## src/hw/rtl/bgs_pkg.sv

```systemverilog
package bgs_pkg;

	localparam int IDX_W = 13;

	typedef enum logic [2:0] {
		CFG_X_ORIGIN    = 3'd0,
		CFG_Y_TOP       = 3'd1,
		CFG_U_PER_X     = 3'd2,
		CFG_V_PER_Y     = 3'd3,
		CFG_COLS_IN_USE = 3'd4,
		CFG_ROWS_IN_USE = 3'd5,
		CFG_VERT_EXAG   = 3'd6
	} cfg_idx_t;

	localparam logic REQ_WRITE  = 1'b0;
	localparam logic REQ_SAMPLE = 1'b1;

	typedef struct packed {
		logic [31:0] x_origin;
		logic [31:0] y_top;
		logic [31:0] u_per_x;
		logic [31:0] v_per_y;
		logic [9:0]  cols_in_use;
		logic [9:0]  rows_in_use;
		logic [31:0] vert_exag;
	} bgs_cfg_t;

	typedef struct packed {
		logic        is_wr;
		logic        wr_ok;
		logic [8:0]  col;
		logic [8:0]  row;
		logic [15:0] height;
		logic        degen;
		logic        dx_neg;
		logic [31:0] dx;
		logic        dy_neg;
		logic [31:0] dy;
	} bgs_item_t;

endpackage

```

## src/hw/rtl/bgs_front.sv

```systemverilog
module bgs_front import bgs_pkg::*; #(
	parameter int MAX_COLS = 512,
	parameter int MAX_ROWS = 512
) (
	input  logic              start,
	input  logic              full,
	input  bgs_cfg_t          cfg,
	input  logic              req_type,
	input  logic [8:0]        cell_col,
	input  logic [8:0]        cell_row,
	input  logic [15:0]       cell_height,
	input  logic signed [31:0] query_x,
	input  logic signed [31:0] query_y,
	output logic              busy,
	output logic              push,
	output bgs_item_t         item
);

	logic [32:0] dx;
	logic [32:0] dy;

	assign busy = full;
	assign push = start && !full;

	// differences in 33 bits so the sign survives the full range
	assign dx = {query_x[31], query_x} - {cfg.x_origin[31], cfg.x_origin};
	assign dy = {cfg.y_top[31], cfg.y_top} - {query_y[31], query_y};

	always_comb begin
		item.is_wr  = (req_type == REQ_WRITE);
		item.wr_ok  = (32'(cell_col) < 32'(MAX_COLS)) && (32'(cell_row) < 32'(MAX_ROWS));
		item.col    = cell_col;
		item.row    = cell_row;
		item.height = cell_height;
		item.degen  = (cfg.cols_in_use == '0) || (cfg.rows_in_use == '0) ||
			(cfg.u_per_x == '0) || (cfg.v_per_y == '0);
		item.dx_neg = dx[32];
		item.dx     = dx[31:0];
		item.dy_neg = dy[32];
		item.dy     = dy[31:0];
	end

endmodule

```

## config.mk

```make
export PLATFORM = sky130hd
export DESIGN_NAME = bgs_front
export DESIGN_NICKNAME = d
export VERILOG_FILES = /design/src/hw/rtl/bgs_pkg.sv /design/src/hw/rtl/bgs_front.sv
export SDC_FILE = /design/constraint.sdc
export NUM_CORES = 1
export LEC_CHECK = 0
export BUFFER_PORTS_ARGS = -buffer_cell sky130_fd_sc_hd__buf_2
export CORE_AREA = 5 5 147 149
export DETAILED_ROUTE_END_ITERATION = 10
export DIE_AREA = 0 0 152 154
export SLEW_MARGIN = 20
export SYNTH_ARGS = -nofsm -noshare
export SYNTH_HDL_FRONTEND = slang
export SYNTH_SLANG_ARGS = --single-unit
```

## constraint.sdc

```tcl
create_clock -name vclk -period 5.8
set_input_delay 0.87 -clock vclk [all_inputs]
set_output_delay 0.87 -clock vclk [all_outputs]
set_load 0.01 [all_outputs]
```

==> impl_metrics.ini <==
[run_status]
status = finished, final reports clean

[min_path]
hp-class = in2out

[pwr]
power.density_nw_per_um2 = 121
power_leakage_nw = 3.10
irDropWorstVdd_uv = 42.8

[synthesis]
yosysSeqAreaShare_pct = 0
syn_nets = 956
syn-mean-instance-area_um2 = 6.66
synth.distinct_cells = 55
synth.largest_area_cell = ha_1
synth_most_common_cell = inv_1
synth_cells = 609
synth_top_area_share_pct = 19.7
synth_common_cells = 85 x inv_1, 69 x a21oi_1, 64 x ha_1
yosys_warnings = 0
syn_area_um2 = 4060
synth_area_leaders = ha_1 20%, a21oi_1 8.5%, xnor2_1 8.0%

[global_route]
antenna_found_initial = 1
grt_usage_pct = 11.9
grt_pass1_vias = 5190
grt-ovfl-total = 0
grt_max_degree = 10
grt_pass1_wl_um = 24300

[routing]
vias_per_cell = 4.60
dr.pass1.iters = 4
drc_errors = 0
wl_per_cell_um = 13.8
dr_total_vias = 5139
wirelength_um = 15400
initialDrtViolationCount = 201
antenna_left = 0

[final_layout]
final_core_util_pct = 27.4
finalNetCount = 1195
design.seq.count = 0
fill_cells = 2312
drive_above_1_share_pct = 35.2
area_growth_pct = 35.5
final_area_um2 = 5500
clockBufferCount = 0
regArea_um2 = 0

[clocking]
ctsHoldBuffers = 0
post_cts_resized = 0
post_cts_buffers = 0

[placed_design]
placed_area_um2 = 5490
port_buffers = 285
gp_congestion = 0.869
hpwl_um = 14100

[critical_path]
crit_buf_inv = 3
crit_fanout = 5
cpPeakStageDelay_ns = 0.55
arrival_ns = 3.62
critical_path.startpoint_type = input pin
crit_family = compound AO/OA/AOI/OAI gates
cp-end-kind = output pin
crit_chain = buf_2 > inv_1 > ha_1 > fa_1 > nor2b_1 > o211ai_1 > a21oi_2 > o21ai_1 > a2111oi_0 > o21ai_1 > a21o_1 > a31o_1 > buf_2
cpMaxStageDelayCell = a2111oi_0
cp.required_ns = 4.93
crit_type = in2out

[sta]
setup_viol = 0
maxSlewViolCount = 0
final-hold-violation-count = 0
max_freq_ghz = 0.223
relSlewSlack_pct = 57.6
hold_slack_ns = 1.74
tns_ns = 0
tightest_slew_ns = 0.631
grt_setup_unrepaired = no
period_share_pct = 77.5
layout_min_cycle_time_ns = 4.49

[floorplan]
die_area_um2 = 23400
io_pins = 386
die_y_um = 154
fp.dieW_um = 152
start_util_pct = 20.2
placeableCoreArea_um2 = 20000
rows = 52

[job]
maxCapViolations = 0
==> layout by cell type (no fill, tap or decap), types with 4 or more instances in the layout <==
cell type,instances
a21o_1,33
o21bai_1,8
o21ai_1,11
nor2b_1,6
nand3_1,10
nor2_1,33
nand2_1,43
o211ai_1,4
a31oi_1,6
nand4_1,11
xor2_1,22
o21ai_0,22
nand2b_1,7
a211oi_1,4
o21a_1,7
xnor2_1,37
o31ai_1,7
a21oi_1,69
nor3_1,5
buf_2,285
ha_1,64
nor4_1,20
inv_1,85
==> per-stage QoR <==
stage,setup slack [ns],total power [mW],std cells
6_report,1.31,0.665,1117
5_1_grt,0.984,0.735,1117
4_1_cts,1.33,0.668,1116
3_3_place_gp,1.32,0.664,1116
3_5_place_dp,1.36,0.665,1116
2_1_floorplan,1.81,0.433,609
==> report_power, final <==
| group | switching (mW) | internal [mW] | total, mW |
|---|---|---|---|
| Combinational | 0.369 | 0.296 | 0.665 |
| Clock | 0 | 0.0000000231 | 0.0000000231 |
| Sequential | 0 | 0 | 0 |
| Total | 0.369 | 0.296 | 0.665 |
==> logic make-up after synthesis <==
logic type / Yosys count / share of synthesized area, %
AO/OA/AOI/OAI: 200 / 32.2
other: 1 / 0.0925
multiplexers: 1 / 0.247
XOR/XNOR: 59 / 12.7
adder cells (fa/ha/maj): 66 / 20.7
buffers and inverters: 133 / 15.9
AND/OR/NAND/NOR: 149 / 18.0
==> metal layers <==
metal | share of wire, % | GRT usage [%] | vias up | wire length [um]
met5 | 0 | 0 | - | 0
met4 | 2.2 | 2.65 | 0 | 335
met3 | 6.7 | 1.94 | 26 | 1030
met2 | 52 | 22.6 | 212 | 8020
met1 | 39 | 14.0 | 2297 | 6020
li1 | - | - | 2604 | -
==> final timing paths <==
kind	cells past startpoint	from	endpoint	slack (ns)
worst max-delay path	13	query_x[0]	item[65]	1.31
worst min-delay path	0	cell_height[4]	item[71]	1.74
==> final cells by class <==
class	count	area (um2)	share of cell area (%)
Multi-Input combinational cell	476	3410	62.0
Timing Repair Buffer	285	1430	26.0
Tap cell	270	338	6.15
Inverter	85	319	5.81
Antenna cell	1	2.50	0.0455
No activity file was read; power rests on OpenSTA's default activity.
