**config.mk**
```make
export PLATFORM = sky130hd
export DESIGN_NAME = bgs_queue
export DESIGN_NICKNAME = d
export VERILOG_FILES = /design/src/hw/rtl/bgs_pkg.sv /design/src/hw/rtl/bgs_queue.sv
export SDC_FILE = /design/constraint.sdc
export NUM_CORES = 1
export LEC_CHECK = 0
export BUFFER_PORTS_ARGS = -buffer_cell sky130_fd_sc_hd__buf_2
export CORE_MARGIN = 2
export CORE_UTILIZATION = 38
export DETAILED_ROUTE_END_ITERATION = 12
export SYNTH_ARGS = -nofsm -noshare
export SYNTH_HDL_FRONTEND = slang
export SYNTH_SLANG_ARGS = --single-unit
```
**constraint.sdc**
```tcl
create_clock -name clk -period 8.1 [get_ports clk]
set_clock_uncertainty 0.15 [all_clocks]
set_input_delay 1.62 -clock clk [delete_from_list [all_inputs] [get_ports clk]]
set_output_delay 1.62 -clock clk [all_outputs]
set_load 0.01 [all_outputs]
```
**src/hw/rtl/bgs_pkg.sv**
```systemverilog
package bgs_pkg;

	localparam int IDX_W = 13;

	typedef enum logic [2:0] {
		CFG_X_ORIGIN    = 3'd0,
		CFG_Y_TOP       = 3'd1,
		CFG_U_PER_X     = 3'd2,
		CFG_V_PER_Y     = 3'd3,
		CFG_COLS_IN_USE = 3'd4,
		CFG_ROWS_IN_USE = 3'd5,
		CFG_VERT_EXAG   = 3'd6
	} cfg_idx_t;

	localparam logic REQ_WRITE  = 1'b0;
	localparam logic REQ_SAMPLE = 1'b1;

	typedef struct packed {
		logic [31:0] x_origin;
		logic [31:0] y_top;
		logic [31:0] u_per_x;
		logic [31:0] v_per_y;
		logic [9:0]  cols_in_use;
		logic [9:0]  rows_in_use;
		logic [31:0] vert_exag;
	} bgs_cfg_t;

	typedef struct packed {
		logic        is_wr;
		logic        wr_ok;
		logic [8:0]  col;
		logic [8:0]  row;
		logic [15:0] height;
		logic        degen;
		logic        dx_neg;
		logic [31:0] dx;
		logic        dy_neg;
		logic [31:0] dy;
	} bgs_item_t;

endpackage

```
**src/hw/rtl/bgs_queue.sv**
```systemverilog
module bgs_queue import bgs_pkg::*; (
	input  logic      clk,
	input  logic      arst_n,
	input  logic      push,
	input  bgs_item_t push_item,
	output logic      full,
	output logic      pop,
	output bgs_item_t pop_item
);

	bgs_item_t   ent_q [2];
	logic        wr_ptr_q;
	logic        rd_ptr_q;
	logic [1:0]  cnt_q;

	assign full     = (cnt_q == 2'd2);
	assign pop      = (cnt_q != 2'd0);
	assign pop_item = ent_q[rd_ptr_q];

	always_ff @(posedge clk or negedge arst_n) begin
		if (!arst_n) begin
			wr_ptr_q <= 1'b0;
			rd_ptr_q <= 1'b0;
			cnt_q    <= 2'd0;
		end else begin
			if (push)
				wr_ptr_q <= !wr_ptr_q;
			if (pop)
				rd_ptr_q <= !rd_ptr_q;
			cnt_q <= cnt_q + 2'(push) - 2'(pop);
		end
	end

	always_ff @(posedge clk) begin
		if (push)
			ent_q[wr_ptr_q] <= push_item;
	end

endmodule

```
==> results.py <==
metrics = {
    "route": {
        "via_count": 3913,
        "via_per_inst": 4.63,
        "drt-wirelength-per-cell_microns": 16.8,
        "drc": 0,
        "dr.first_iter.drc_count": 121,
        "antenna_left": 0,
        "routed_wirelength_mm": 14.2,
        "detailedRoute.firstPassIterationCount": 4,
    },
    "yosys": {
        "synth_compound_area_frac": 0,
        "syn-num-nets": 442,
        "synth.ff_latch_count": 210,
        "synth_cell_type_count": 14,
        "synthesis.area_sq_um": 7860,
        "post_synth_mux_area_share": 0.176,
        "avgSynthCellArea_sq_um": 23.5,
        "synthAdderAreaFrac": 0.00159,
        "main_combinational_cell_family_by_area_after_synthesis": "multiplexers",
        "gate_count_post_synth": 335,
        "yosys_warnings": 0,
        "synth_simple_gate_area_share": 0.00446,
        "share_of_the_yosys_chip_area_belonging_to_registers": 0.800,
        "synth-xor-area-share": 0.00334,
    },
    "setup_path": {
        "worstPathMaxFanout": 54,
        "timing.critical_path.arrival_ps": 2920,
        "timing_worst_setup_path_type": "flop to output pin",
        "crit_path_max_cell_delay_ps": 1000,
        "r2r_start": "wr_ptr_q",
        "crit_buf_inv": 2,
        "endpoint_kind": "output pin",
        "reg2reg_slack_ps": 5470,
        "regToRegEndpoint": "ent_q[0][59]",
        "worst_ep_required_ps": 6330,
        "critical_path.cell_chain": "buf_4, mux2_2, buf_2",
        "crit_family": "flip-flops",
        "worstRegToRegCells": 2,
        "timing.critical_path.from_type": "flop",
        "critical-path-slowest-cell": "dfrtp_4",
    },
    "placed_design": {
        "dpl.hpwl_mm": 9.23,
        "finalWeightedCongestion": 0.691,
        "placement.cell_area_sq_um": 9170,
        "place_inst": 806,
        "pre_cts_ws_ps": 3890,
        "port_buf_inserts": 210,
    },
    "clock_tree": {
        "htreeDepth": 1,
        "clockRootBuffer": "clkbuf_16",
        "postCtsHoldBufs": 0,
        "cts-buffers-inserted": 22,
        "cts_resized": 0,
        "cts.sink_count": 210,
        "clk_pin_slew_ps": 60,
        "clock_insertion_delay_worst_skew_ps": 490,
        "cts_tree": "yes",
        "post_cts_setup_inserts": 0,
        "clk_path_buf_depth": 3,
    },
    "global_route": {
        "globalRouteTotalUtil": 0.128,
        "grt_max_degree": 74,
        "grt_pass1_wl_mm": 22.1,
        "first_global_vias": 4286,
        "gr-total-overflow": 0,
        "grt_antenna_before_repair": 1,
    },
    "timing": {
        "rsz_0062_raised_after_global_routing": "no",
        "final_hold_violation_count": 0,
        "hold_ws_ps": 402,
        "timing_max_transition_violations_final": 0,
        "setup_slack_ps": 3410,
        "achievable-frequency_mhz": 213,
        "fin_crit_ps": 4690,
        "tns_ps": 0,
        "tightestPinTransition_ps": 1010,
        "post-route-period-util": 0.579,
        "timing.slew.headroom": 0.325,
        "finalSetupViolations": 0,
    },
    "floorplanning": {
        "fp.coreArea_sq_um": 20200,
        "core.rowCount": 52,
        "die_h_microns": 148,
        "top_level_ports": 211,
        "die_w_microns": 148,
        "initial_core_utilization": 0.388,
        "dieArea_sq_um": 21800,
    },
    "layout": {
        "final_util": 0.489,
        "fin_area_sq_um": 9890,
        "multiInputGateArea_sq_um": 1470,
        "num-nets-final": 667,
        "final-seq-area_sq_um": 6290,
        "final_layout_fill_cell_count": 1710,
        "layout.cells.non_filler": 846,
        "top_library_cells_by_usage_in_the_layout_fill_and_taps_aside": "buf_2 (210), edfxtp_1 (206), mux2_4 (60)",
        "flow.area_growth_from_synthesis_pct": 25.8,
        "leading_cell_type_in_the_layout_fill_and_taps_excluded": "buf_2",
        "diodes": 0,
        "drive_above_1_share": 0.613,
    },
    "min_path": {
        "worst_hold_path.endpoint": "wr_ptr_q",
        "hold_path_class": "flop to flop",
        "timing.hold.worst.start": "wr_ptr_q",
        "timing.hold.worst_path_depth": 1,
    },
    "power_and_ir_drop": {
        "power_density_nw_per_um2": 350,
        "power.ir.vdd_worst_v": 0.000202,
        "static_leakage_power_nw": 3.88,
        "power_total_mw": 3.46,
    },
    "flow_run": {
        "maxCapViolCount": 0,
    },
    "status": {
        "outcome": "completed",
    },
}
## synthesized netlist by cell type
cell      instances  area share
ha_1              1      0.0016
nor2b_1           3      0.0024
buf_2             4      0.0025
edfxtp_1        206        0.79
buf_6             7       0.010
dfrtp_1           4       0.013
buf_8             1      0.0019
xor2_1            2      0.0022
or2_2             1     0.00080
xnor2_1           1      0.0011
and2_1            1     0.00080
mux2_2           43       0.062
mux2_4           60        0.11
nand2_1           1     0.00048
## per-layer routing
metal,up-vias,wire length (microns),track usage,part of all wire
met5,-,16,0,0.0011
met4,2,337,0.0319,0.024
met3,26,1170,0.0404,0.082
met2,156,7010,0.223,0.49
met1,1948,5710,0.155,0.40
li1,1781,-,-,-
## flip-flops by register name, summed over array words and instances, names as in the netlist
signal and flops:
cnt_q 2, ent_q 206, wr_ptr_q 1, rd_ptr_q 1
## cell families after synthesis
family,count (synthesis)
xor+xnor,3
flops,210
simple gates,6
fa+ha+maj,1
mux,103
buf+inv,12
## worst max path at each step
stage | startpoint | end | slack [ps] | cells past startpoint
detailed placement | rd_ptr_q | pop_item[10] | 3890 | 3
global route | rd_ptr_q | pop_item[10] | 3250 | 3
global placement | rd_ptr_q | pop_item[25] | 3930 | 3
floorplan | push | ent_q[0][0] | 1270 | 1
CTS | rd_ptr_q | pop_item[10] | 3340 | 3
finish | rd_ptr_q | pop_item[0] | 3410 | 3
## final cells by class
type                            count  area share
Clock inverter                     10      0.0110
Timing Repair Buffer              213       0.109
Multi-Input combinational cell    113       0.149
Sequential cell                   210       0.636
Tap cell                          270      0.0342
Clock buffer                       30      0.0617
## worst register-to-register path, delay by kind of cell, from the launching register on
family,cells,cell delay (ps)
buf+inv,1,850
flops,1,430
simple gates,1,710
## where the power goes
group / total, mW / internal (mW) / leakage, nW / switching, mW
Combinational: 0.934 / 0.486 / 1.54 / 0.447
Sequential: 1.55 / 1.44 / 1.98 / 0.111
Clock: 0.979 / 0.592 / 0.356 / 0.387
Total: 3.46 / 2.52 / 3.88 / 0.945
Note: power is estimated with default switching activity, not from simulation.
